$ cat src/rtl/sha_pkg.sv
// sha-256 stream hasher package: constants, round table, state encoding
// no dependencies
package sha_pkg;

  localparam int unsigned WordW   = 32;
  localparam int unsigned NumH    = 8;
  localparam int unsigned BlkWords = 16;
  localparam int unsigned Rounds  = 64;
  localparam int unsigned CntW    = 61;
  localparam logic [7:0] PadByte  = 8'h80;

  typedef enum logic [2:0] {
    ST_IDLE,
    ST_RND,
    ST_FIN,
    ST_PADZ,
    ST_OUT
  } sha_state_e;

  function automatic logic [31:0] init_hash(input logic [2:0] i);
    logic [31:0] r;
    begin
      unique case (i)
        3'd0: r = 32'h6a09e667;
        3'd1: r = 32'hbb67ae85;
        3'd2: r = 32'h3c6ef372;
        3'd3: r = 32'ha54ff53a;
        3'd4: r = 32'h510e527f;
        3'd5: r = 32'h9b05688c;
        3'd6: r = 32'h1f83d9ab;
        default: r = 32'h5be0cd19;
      endcase
      return r;
    end
  endfunction

  function automatic logic [31:0] round_k(input logic [5:0] i);
    logic [31:0] t [64];
    begin
      t = '{
        32'h428a2f98, 32'h71374491, 32'hb5c0fbcf, 32'he9b5dba5, 32'h3956c25b, 32'h59f111f1,
        32'h923f82a4, 32'hab1c5ed5, 32'hd807aa98, 32'h12835b01, 32'h243185be, 32'h550c7dc3,
        32'h72be5d74, 32'h80deb1fe, 32'h9bdc06a7, 32'hc19bf174, 32'he49b69c1, 32'hefbe4786,
        32'h0fc19dc6, 32'h240ca1cc, 32'h2de92c6f, 32'h4a7484aa, 32'h5cb0a9dc, 32'h76f988da,
        32'h983e5152, 32'ha831c66d, 32'hb00327c8, 32'hbf597fc7, 32'hc6e00bf3, 32'hd5a79147,
        32'h06ca6351, 32'h14292967, 32'h27b70a85, 32'h2e1b2138, 32'h4d2c6dfc, 32'h53380d13,
        32'h650a7354, 32'h766a0abb, 32'h81c2c92e, 32'h92722c85, 32'ha2bfe8a1, 32'ha81a664b,
        32'hc24b8b70, 32'hc76c51a3, 32'hd192e819, 32'hd6990624, 32'hf40e3585, 32'h106aa070,
        32'h19a4c116, 32'h1e376c08, 32'h2748774c, 32'h34b0bcb5, 32'h391c0cb3, 32'h4ed8aa4a,
        32'h5b9cca4f, 32'h682e6ff3, 32'h748f82ee, 32'h78a5636f, 32'h84c87814, 32'h8cc70208,
        32'h90befffa, 32'ha4506ceb, 32'hbef9a3f7, 32'hc67178f2};
      return t[i];
    end
  endfunction

  function automatic logic [31:0] rotr(input logic [31:0] x, input int unsigned n);
    begin
      return (x >> n) | (x << (32 - n));
    end
  endfunction

endpackage

$ cat src/rtl/sha_if.sv
// valid/ready stream interfaces for the hasher input and output beats
// depends on nothing
interface sha_in_if;
  logic       valid;
  logic       ready;
  logic       action;
  logic [7:0] data_byte;
  modport source (output valid, action, data_byte, input ready);
  modport sink (input valid, action, data_byte, output ready);
endinterface

interface sha_out_if;
  logic        valid;
  logic        ready;
  logic [31:0] digest_word;
  logic [2:0]  word_index;
  logic        last_word;
  modport source (output valid, digest_word, word_index, last_word, input ready);
  modport sink (input valid, digest_word, word_index, last_word, output ready);
endinterface

$ cat src/rtl/sha_ram.sv
// generic single-port-write, one-read ram with registered read data
// no dependencies
module sha_ram #(
  parameter int unsigned Width = 32,
  parameter int unsigned Depth = 16
) (
  input  logic                     clk_i,
  input  logic                     we_i,
  input  logic [$clog2(Depth)-1:0] waddr_i,
  input  logic [Width-1:0]         wdata_i,
  input  logic [$clog2(Depth)-1:0] raddr_i,
  output logic [Width-1:0]         rdata_o
);
  logic [Width-1:0] mem_q [Depth];

  always_ff @(posedge clk_i) begin
    if (we_i) mem_q[waddr_i] <= wdata_i;
    rdata_o <= mem_q[raddr_i];
  end
endmodule

$ cat src/rtl/sha256_stream_hasher_unit.sv
// sha-256 stream hasher top level: block memory, round datapath, control
// depends on sha_pkg, sha_if, sha_ram
// a data beat is taken while idle; the 64th byte of a block starts the rounds
// a close beat runs padding and rounds for one or two blocks, then 8 output beats
// rounds run one per cycle off a 16-word shifting schedule; one beat in flight at a time
// reset restores the initial hash values and clears the byte counts; no clearing pass
module sha256_stream_hasher_unit (
  input logic clk_i,
  input logic rst_ni,
  sha_in_if.sink    in_i,
  sha_out_if.source out_o
);
  import sha_pkg::*;

  sha_state_e st_q, st_d;
  logic [31:0] h_q [NumH];
  logic [31:0] v_q [NumH];
  logic [31:0] w_q [BlkWords];
  logic [5:0]  fill_q;
  logic [CntW-1:0] cnt_q;
  logic [6:0]  rnd_q;
  logic        closing_q, lenblk_q;
  logic [2:0]  oidx_q;
  logic [5:0]  padpos_q;

  // block buffer as 16 big-endian words
  logic        bwe;
  logic [3:0]  bwaddr, braddr;
  logic [31:0] bwdata, brdata;

  sha_ram #(.Width(32), .Depth(BlkWords)) u_blk (
    .clk_i, .we_i(bwe), .waddr_i(bwaddr), .wdata_i(bwdata),
    .raddr_i(braddr), .rdata_o(brdata)
  );

  // partial word assembly in a register, written to memory when word completes
  logic [31:0] pw_q;
  logic [63:0] bits;
  assign bits = {cnt_q, 3'b000};

  logic acc;
  assign in_i.ready = (st_q == ST_IDLE);
  assign acc = in_i.valid && in_i.ready;

  // rnd_q==0 loads v, round r runs at rnd_q==r+1
  logic [6:0] r_eff;
  assign r_eff = rnd_q - 7'd1;

  // round datapath
  logic [31:0] wt, s0, s1, b1, b0, chv, majv, t1, t2;
  always_comb begin
    s0 = rotr(w_q[1], 7) ^ rotr(w_q[1], 18) ^ (w_q[1] >> 3);
    s1 = rotr(w_q[14], 17) ^ rotr(w_q[14], 19) ^ (w_q[14] >> 10);
    wt = (rnd_q <= 7'd16) ? brdata : (w_q[0] + s0 + w_q[9] + s1);
    b1 = rotr(v_q[4], 6) ^ rotr(v_q[4], 11) ^ rotr(v_q[4], 25);
    chv = (v_q[4] & v_q[5]) ^ (~v_q[4] & v_q[6]);
    t1 = v_q[7] + b1 + chv + round_k(r_eff[5:0]) + wt;
    b0 = rotr(v_q[0], 2) ^ rotr(v_q[0], 13) ^ rotr(v_q[0], 22);
    majv = (v_q[0] & v_q[1]) ^ (v_q[0] & v_q[2]) ^ (v_q[1] & v_q[2]);
    t2 = b0 + majv;
  end

  // memory write mux
  always_comb begin
    bwe = 1'b0;
    bwaddr = fill_q[5:2];
    bwdata = {pw_q[23:0], in_i.data_byte};
    braddr = rnd_q[3:0];
    if (st_q == ST_IDLE && acc && !in_i.action) begin
      bwe = (fill_q[1:0] == 2'd3);
    end else if (st_q == ST_PADZ) begin
      bwe = 1'b1;
      bwaddr = padpos_q[5:2];
      if (lenblk_q && padpos_q[5:2] == 4'd14) bwdata = bits[63:32];
      else if (lenblk_q && padpos_q[5:2] == 4'd15) bwdata = bits[31:0];
      else bwdata = pw_q;
    end
  end

  always_comb begin
    st_d = st_q;
    unique case (st_q)
      ST_IDLE: if (acc) begin
        if (in_i.action) st_d = ST_PADZ;
        else if (fill_q == 6'd63) st_d = ST_RND;
      end
      ST_PADZ: if (padpos_q[5:2] == 4'd15) st_d = ST_RND;
      ST_RND: if (rnd_q == 7'(Rounds)) st_d = ST_FIN;
      ST_FIN: st_d = !closing_q ? ST_IDLE : (lenblk_q ? ST_OUT : ST_PADZ);
      ST_OUT: if (out_o.ready && oidx_q == 3'd7) st_d = ST_IDLE;
      default: st_d = ST_IDLE;
    endcase
  end

  always_ff @(posedge clk_i or negedge rst_ni) begin
    if (!rst_ni) begin
      st_q <= ST_IDLE;
      fill_q <= '0;
      cnt_q <= '0;
      rnd_q <= '0;
      closing_q <= 1'b0;
      lenblk_q <= 1'b0;
      oidx_q <= '0;
      padpos_q <= '0;
      for (int i = 0; i < NumH; i++) h_q[i] <= init_hash(3'(i));
    end else begin
      st_q <= st_d;
      unique case (st_q)
        ST_IDLE: if (acc) begin
          rnd_q <= '0;
          if (!in_i.action) begin
            fill_q <= fill_q + 6'd1;
            cnt_q <= cnt_q + 61'd1;
          end else begin
            closing_q <= 1'b1;
            padpos_q <= {fill_q[5:2], 2'b00};
            lenblk_q <= (fill_q < 6'd56);
          end
        end
        ST_PADZ: begin
          padpos_q <= padpos_q + 6'd4;
          rnd_q <= '0;
        end
        ST_RND: rnd_q <= rnd_q + 7'd1;
        ST_FIN: begin
          for (int i = 0; i < NumH; i++) h_q[i] <= h_q[i] + v_q[i];
          fill_q <= '0;
          padpos_q <= '0;
          lenblk_q <= 1'b1;
          oidx_q <= '0;
        end
        ST_OUT: if (out_o.ready) begin
          oidx_q <= oidx_q + 3'd1;
          if (oidx_q == 3'd7) begin
            for (int i = 0; i < NumH; i++) h_q[i] <= init_hash(3'(i));
            cnt_q <= '0;
            closing_q <= 1'b0;
            lenblk_q <= 1'b0;
          end
        end
        default: ;
      endcase
    end
  end

  // datapath registers, no reset
  always_ff @(posedge clk_i) begin
    unique case (st_q)
      ST_IDLE: if (acc) begin
        if (!in_i.action) begin
          pw_q <= {pw_q[23:0], in_i.data_byte};
        end else begin
          // word with the pad byte, rest of the word zero
          unique case (fill_q[1:0])
            2'd0: pw_q <= {PadByte, 24'd0};
            2'd1: pw_q <= {pw_q[7:0], PadByte, 16'd0};
            2'd2: pw_q <= {pw_q[15:0], PadByte, 8'd0};
            default: pw_q <= {pw_q[23:0], PadByte};
          endcase
        end
      end
      ST_PADZ: pw_q <= '0;
      ST_RND: begin
        if (rnd_q == 7'd0) begin
          for (int i = 0; i < NumH; i++) v_q[i] <= h_q[i];
        end else begin
          v_q[0] <= t1 + t2;
          v_q[1] <= v_q[0];
          v_q[2] <= v_q[1];
          v_q[3] <= v_q[2];
          v_q[4] <= v_q[3] + t1;
          v_q[5] <= v_q[4];
          v_q[6] <= v_q[5];
          v_q[7] <= v_q[6];
          for (int i = 0; i < 15; i++) w_q[i] <= w_q[i+1];
          w_q[15] <= wt;
        end
      end
      ST_FIN: pw_q <= '0;
      default: ;
    endcase
  end

  assign out_o.valid = (st_q == ST_OUT);
  assign out_o.digest_word = h_q[oidx_q];
  assign out_o.word_index = oidx_q;
  assign out_o.last_word = (oidx_q == 3'd7);
endmodule

$ cat src/flat_wrapper.sv
// flat-port wrapper written by rule: the top's interface ports become plain ports
module sha256_stream_hasher_unit_flat import sha_pkg::*;
  (clk_i, rst_ni, in_i_valid, in_i_action, in_i_data_byte, in_i_ready, out_o_valid, out_o_digest_word, out_o_word_index, out_o_last_word, out_o_ready);
  sha_in_if in_i_i ();
  sha_out_if out_o_i ();
  input logic clk_i;
  input logic rst_ni;
  input wire logic [$bits(in_i_i.valid)-1:0] in_i_valid;
  input wire logic [$bits(in_i_i.action)-1:0] in_i_action;
  input wire logic [$bits(in_i_i.data_byte)-1:0] in_i_data_byte;
  output wire logic [$bits(in_i_i.ready)-1:0] in_i_ready;
  output wire logic [$bits(out_o_i.valid)-1:0] out_o_valid;
  output wire logic [$bits(out_o_i.digest_word)-1:0] out_o_digest_word;
  output wire logic [$bits(out_o_i.word_index)-1:0] out_o_word_index;
  output wire logic [$bits(out_o_i.last_word)-1:0] out_o_last_word;
  input wire logic [$bits(out_o_i.ready)-1:0] out_o_ready;
  assign in_i_i.valid = in_i_valid;
  assign in_i_i.action = in_i_action;
  assign in_i_i.data_byte = in_i_data_byte;
  assign in_i_ready = in_i_i.ready;
  assign out_o_valid = out_o_i.valid;
  assign out_o_digest_word = out_o_i.digest_word;
  assign out_o_word_index = out_o_i.word_index;
  assign out_o_last_word = out_o_i.last_word;
  assign out_o_i.ready = out_o_ready;
  sha256_stream_hasher_unit u_core (.clk_i(clk_i), .rst_ni(rst_ni), .in_i(in_i_i), .out_o(out_o_i));
endmodule
$ cat config.mk
export PLATFORM = sky130hd
export DESIGN_NAME = sha256_stream_hasher_unit_flat
export DESIGN_NICKNAME = d
export VERILOG_FILES = /design/src/rtl/sha_pkg.sv /design/src/rtl/sha_if.sv /design/src/rtl/sha_ram.sv /design/src/rtl/sha256_stream_hasher_unit.sv /design/src/flat_wrapper.sv
export SDC_FILE = /design/constraint.sdc
export NUM_CORES = 2
export LEC_CHECK = 0
export BUFFER_PORTS_ARGS = -buffer_cell sky130_fd_sc_hd__clkbuf_2
export CORE_MARGIN = 5
export CORE_UTILIZATION = 50
export DETAILED_ROUTE_END_ITERATION = 16
export PLACE_DENSITY_LB_ADDON = 0.12
export SYNTH_ARGS = -nofsm -noshare
export SYNTH_HDL_FRONTEND = slang
export SYNTH_HIERARCHICAL = 1
export SYNTH_SLANG_ARGS = --single-unit
$ cat constraint.sdc
create_clock -name clk_i -period 52.8 [get_ports clk_i]
set_input_delay 15.84 -clock clk_i [delete_from_list [all_inputs] [get_ports clk_i]]
set_output_delay 15.84 -clock clk_i [all_outputs]
set_load 0.02 [all_outputs]
# ---- Word-level counts from Yosys, hierarchy flattened
# Memories as Yosys holds them, arrays and structs flattened. A register that Yosys moved wholly into a read port is not among the register bits.
# Cells that the tools add are included.
dict set report op_classes {
  n_addsub 24
  magnitude_cmp 4
  muxes 69
  eq_ne 21
  reduce_logical 28
  bitwise 37
}
# operator n
set op_table {}
lappend op_table {{$mux 32} 19}
lappend op_table {{$add 32x32->32} 18}
lappend op_table {{$mux 256} 2}
lappend op_table {{$pmux 256 s2} 1}
lappend op_table {{$xor 32x32->32} 9}
lappend op_table {{$mux 61} 4}
lappend op_table {{$and 32x32->32} 5}
lappend op_table {{$pmux 61 s2} 1}
lappend op_table {{$bmux 32 s3} 1}
lappend op_table {{$pmux 32 s3} 1}
lappend op_table {{$pmux 32 s2} 1}
lappend op_table {{$add 61x1->61 const B} 1}
lappend op_table {{$not 32->32} 1}
lappend op_table {{$or 10x32->32} 1}
lappend op_table {{$or 13x32->32} 1}
lappend op_table {{$or 14x32->32} 1}
lappend op_table {{$or 15x32->32} 1}
lappend op_table {{$or 19x32->32} 1}
lappend op_table {{$or 21x32->32} 1}
lappend op_table {{$or 25x32->32} 1}
lappend op_table {{$or 26x32->32} 1}
lappend op_table {{$or 30x32->32} 1}
lappend op_table {{$or 7x32->32} 1}
lappend op_table {{$xor 32x22->32} 1}
lappend op_table {{47 further kinds} 108}
dict set report totals {
  output_inout_bits 38
  rom_bits 2048
  memories 4
  input_bits 13
  regBits 376
  ram_bits 1280
}
# memory depth word_bits read_ports rd_clocked_by_memory_dff write_ports line
set mem_list {}
lappend mem_list {{(no name shown)} 64 32 1 0 0 sha_pkg.sv:52} ;# return t[i];
lappend mem_list {u_core.u_blk.mem_q 16 32 1 1 1 sha_ram.sv:14} ;# logic [Width-1:0] mem_q [Depth];
lappend mem_list {u_core.w_q 16 32 16 0 16 sha256_stream_hasher_unit.sv:18} ;# logic [31:0] w_q [BlkWords];
lappend mem_list {u_core.v_q 8 32 8 0 8 sha256_stream_hasher_unit.sv:17} ;# logic [31:0] v_q [NumH];

# ---- Depth between registers and ports, before layout
# An unclocked memory read counts as a cell.
dict set report depth {
  ltp_word 11
  ltp_mapped 47
}

# ---- Cells and area by module
# The synthesis kept the hierarchy.
# module seq_area_each_um2 cells_each area_per_inst_um2 n_inst
set modules_own_cells {}
lappend modules_own_cells {sha256_stream_hasher_unit 32751.4 6881 71924.0 1}
lappend modules_own_cells {sha_ram 16015.4 838 19835.3 1}

# ---- Worst setup path after synthesis
# Ideal clock, no wire load.
dict set report synth_timing {
  path_type {register to register}
  start {register u_core.st_q[1]}
  end {memory u_core.w_q[0][0] (enable)}
  stages_incl_launch_ff 9
  arrival_time_ns 28.072
  period_less_slack_ns 29.150
  path_slack_ns 23.650
  path_cell_list {dfrtp_1 -> buf_2 -> inv_1 -> nand2_1 -> nor2_1 -> o21ai_0 -> clkbuf_1 -> clkinv_1 -> clkbuf_1}
}
# element line
set synth_lines {}
lappend synth_lines {{start: declaration} sha256_stream_hasher_unit.sv:15} ;# sha_state_e st_q, st_d;
lappend synth_lines {{start signal: assignment} sha256_stream_hasher_unit.sv:107} ;# st_q <= st_d;
lappend synth_lines {{end: declaration} sha256_stream_hasher_unit.sv:18}

# ---- Final worst setup path
dict set report layout_timing {
  start {register u_core.oidx_q[0], in the netlist u_core/out_o.word_index[0]}
  end {output out_o_digest_word[30]}
}
dict set report layout_via {
  elab_chain_cells 4
}
# element line
set layout_lines {}
lappend layout_lines {{start: declaration} sha256_stream_hasher_unit.sv:23} ;# logic [2:0] oidx_q;
lappend layout_lines {{start signal: assignment} sha256_stream_hasher_unit.sv:133} ;# oidx_q <= oidx_q + 3'd1;
lappend layout_lines {{$not 3->4 (implied by the code)} sha256_stream_hasher_unit.sv:185} ;# assign out_o.digest_word = h_q[oidx_q];
lappend layout_lines {{$bmux 32 s3} sha256_stream_hasher_unit.sv:185}
lappend layout_lines {{$mux 32 (implied by the code) (2 in a row)} sha256_stream_hasher_unit.sv:185}
lappend layout_lines {{end: declaration} flat_wrapper.sv:13} ;# output wire logic [$bits(out_o_i.digest_word)-1:0] out_o_digest_word;
# Every way passes these cells. The select of a mux whose other input is x is not followed.

==> out/summary.json <==
{
  "outcome": "finished clean",
  "finalHoldViolations": 0,
  "wire_length_of_the_first_global_routing_pass_microns": 402000,
  "die_width_microns": 438,
  "globalRouteMet3Util": 0.0497,
  "type_of_the_worst_min_delay_path": "register to register",
  "grt_met1_usage": 0.438,
  "synth.avg_cell_area_sq_um": 11.9,
  "critical_path_peak_fanout": 43,
  "reg2reg_from": "u_core/w_q[14][19]",
  "post-route-drc-count": 0,
  "yosys.area_share.xor_xnor": 0.0625,
  "route.vias.total": 62300,
  "combinational_family_with_the_most_area_after_synthesis": "compound AO/OA/AOI/OAI gates",
  "h_tree_levels": 4,
  "maxCapViolCount": 0,
  "synth-async-reset-ratio": 0.203,
  "port_buffers": 50,
  "critical_path.max_stage_delay_ns": 1.00,
  "synth.ff_latch_count": 1686,
  "grt_overflow_total": 0,
  "layout_min_cycle_time_ns": 19.52,
  "mappedNetlistNets": 8327,
  "mappedNetlistArea_sq_um": 91800,
  "dpl.cell_count": 9997,
  "timing.setup.critical_path_class": "register to output port",
  "place.gp.congestion": 0.965,
  "die_height_microns": 438,
  "first_global_vias": 59400,
  "routed_via_density": 6.03,
  "synth_seq_area_share": 0.531,
  "layout.cells.most_common": "sky130_fd_sc_hd__edfxtp_1",
  "critical_path.cell_chain": "buf_4 -> mux4_2 -> mux2_2 -> clkbuf_2",
  "drt_pass1_iterations": 6,
  "cts_hold_buffers": 0,
  "std_cell_rows": 157,
  "final_core_utilization": 0.552,
  "clk-insertion-delay-late_ns": 0.84,
  "critPathRequiredTime_ns": 36.96,
  "synth_compound_gate_area_share": 0.118,
  "synth.lib_cells_used.distinct": 95,
  "num-fill-cells": 15400,
  "die_area_sq_um": 192000,
  "track_usage": 0.279,
  "fin_skew_ns": 0.0500,
  "design.final.nets": 8324,
  "final_antenna_net_count": 0,
  "root_buffer": "sky130_fd_sc_hd__clkbuf_16",
  "crit_arrival_ns": 3.68,
  "postCtsSetupRepairBufs": 0,
  "worst-slew-pin-transition_ns": 1.34,
  "globalRouteMet2Util": 0.402,
  "post_cts_resize_count": 0,
  "worst_slew_margin_rel": 0.0979,
  "critical_path_launch_point_type": "register",
  "synth.mux.area_fraction": 0.0676,
  "pin_count": 51,
  "clk_transition_reported_paths_ns": 0.06,
  "slew_violations": 0,
  "grt_most_used_layer": "met1",
  "ys.flop_type": "sky130_fd_sc_hd__edfxtp_1",
  "layout_common_cells": "sky130_fd_sc_hd__edfxtp_1 (1,312), sky130_fd_sc_hd__nand2_1 (904), sky130_fd_sc_hd__a21oi_1 (525)",
  "r2r_end": "u_core/v_q[0][31]",
  "grt_setup_unrepaired": "false",
  "cp-startpoint": "u_core/out_o.word_index[0]",
  "initial_core_util": 0.502,
  "finalNonFillerCells": 10300,
  "cts.sink_count": 1686,
  "post_drt_wl_per_cell_microns": 26.2,
  "final.hold.worst_slack_ns": 0.396,
  "synth_enable_flop_cells": 1312,
  "dpl.hpwl_microns": 192000,
  "fmaxAchievable_mhz": 51.2,
  "reg2regPathDepth": 42,
  "antenna_found_initial": 10,
  "synth_cells": 7719,
  "critical_path.slowest_cell": "sky130_fd_sc_hd__dfrtp_4",
  "ys.warnings.count": 6,
  "drt_first_iter_violations": 6825,
  "share_of_final_layout_standard_cells_stronger_than_drive_strength_1": 0.125,
  "cts_buffer_depth": 3,
  "tritoncts_buffers": 181,
  "wl_microns": 271000,
  "grt_max_degree": 150,
  "post_synth_fa_ha_maj_area_fraction": 0.0995,
  "timing.critical_path.to_type": "output port",
  "finalSetupViolCount": 0,
  "post_synth_and_or_nand_nor_area_fraction": 0.0899,
  "worst-r2r-setup-slack_ns": 39.92,
  "layout-area-overhead-vs-synth_pct": 9.98,
  "timing.setup.tns_ns": 0,
  "fin_crit_sh": 0.370,
  "design.core.area_sq_um": 183000,
  "endpoint": "out_o_digest_word[30]",
  "cts_tree": "built"
}
[layout make-up]
cell class	count	area, sq um	share of cell area
Clock buffer	241	4930	0.0488
Tap cell	2464	3080	0.0305
Timing Repair Buffer	176	1270	0.0126
Sequential cell	1686	48800	0.483
Inverter	389	1470	0.0145
Multi-Input combinational cell	5282	40400	0.400
Clock inverter	101	982	0.00973
Antenna cell	4	10.0	0.0000992
[sequential cells by signal, indices dropped and copies added (netlist names), 6 cells and up]
name / cells
u_core/fill_q: 6
u_core/h_q: 256
u_core/pw_q: 32
u_core/u_blk/rdata_o: 32
u_core/w_q: 512
u_core/cnt_q: 61
u_core/v_q: 256
u_core/u_blk/mem_q: 512
u_core/rnd_q: 7
[per-layer routing]
metal,up-vias,wire length (microns)
met4,2,6790
li1,28000,-
met5,-,8
met3,348,21800
met1,31500,126000
met2,2435,116000
[cell families (layout without fill, tap and decap cells)]
group,after synthesis,in the layout
AO/OA/AOI/OAI,1744,1744
multiplexers,362,362
flip-flops,1686,1686
AND/OR/NAND/NOR,1908,1908
XOR/XNOR,653,653
other,0,4
buffers and inverters,751,907
adder cells (fa/ha/maj),615,615
[metrics by stage]
step / worst slack [ns] / instance area (sq um)
2_1_floorplan: 23.65 / 91800
3_3_place_gp: 33.81 / 95000
3_5_place_dp: 33.82 / 95000
4_1_cts: 33.15 / 101000
5_1_grt: 33.02 / 101000
6_report: 33.28 / 101000
[cell usage after synthesis (all sizes together), types with 166 or more instances]
library cell / number / share of area
a21oi: 527 / 0.029
ha: 397 / 0.054
clkbuf: 294 / 0.012
fa: 198 / 0.043
dfrtp: 206 / 0.056
xnor2: 413 / 0.039
edfxtp: 1312 / 0.43
nor2: 506 / 0.021
nand2: 905 / 0.037
o21ai: 500 / 0.027
a21o: 166 / 0.014
mux4: 193 / 0.047
xor2: 239 / 0.023
inv: 385 / 0.016
[worst min-delay path by stage]
stage | slack (ns) | depth (start not counted) | to | start
finish | 0.40 | 0 | u_core/w_q[9][31] | u_core/w_q[10][31]
floorplan | 0.40 | 0 | u_core/w_q[10][0] | u_core/w_q[11][0]
detailed placement | 0.40 | 0 | u_core/w_q[10][10] | u_core/w_q[11][10]
global placement | 0.40 | 0 | u_core/w_q[14][30] | u_core/w_q[15][30]
global route | 0.41 | 0 | u_core/w_q[2][30] | u_core/w_q[3][30]
CTS | 0.39 | 0 | u_core/w_q[9][31] | u_core/w_q[10][31]
[worst max-delay path, delay by kind of cell, from the launching register on]
family                 cells  cell delay, ns
muxes                      2            0.97
buffers and inverters      2            0.81
DFF                        1            1.00
Power is not shown: default switching activity piles up to over one toggle a cycle in this logic, so the estimate is an artifact.
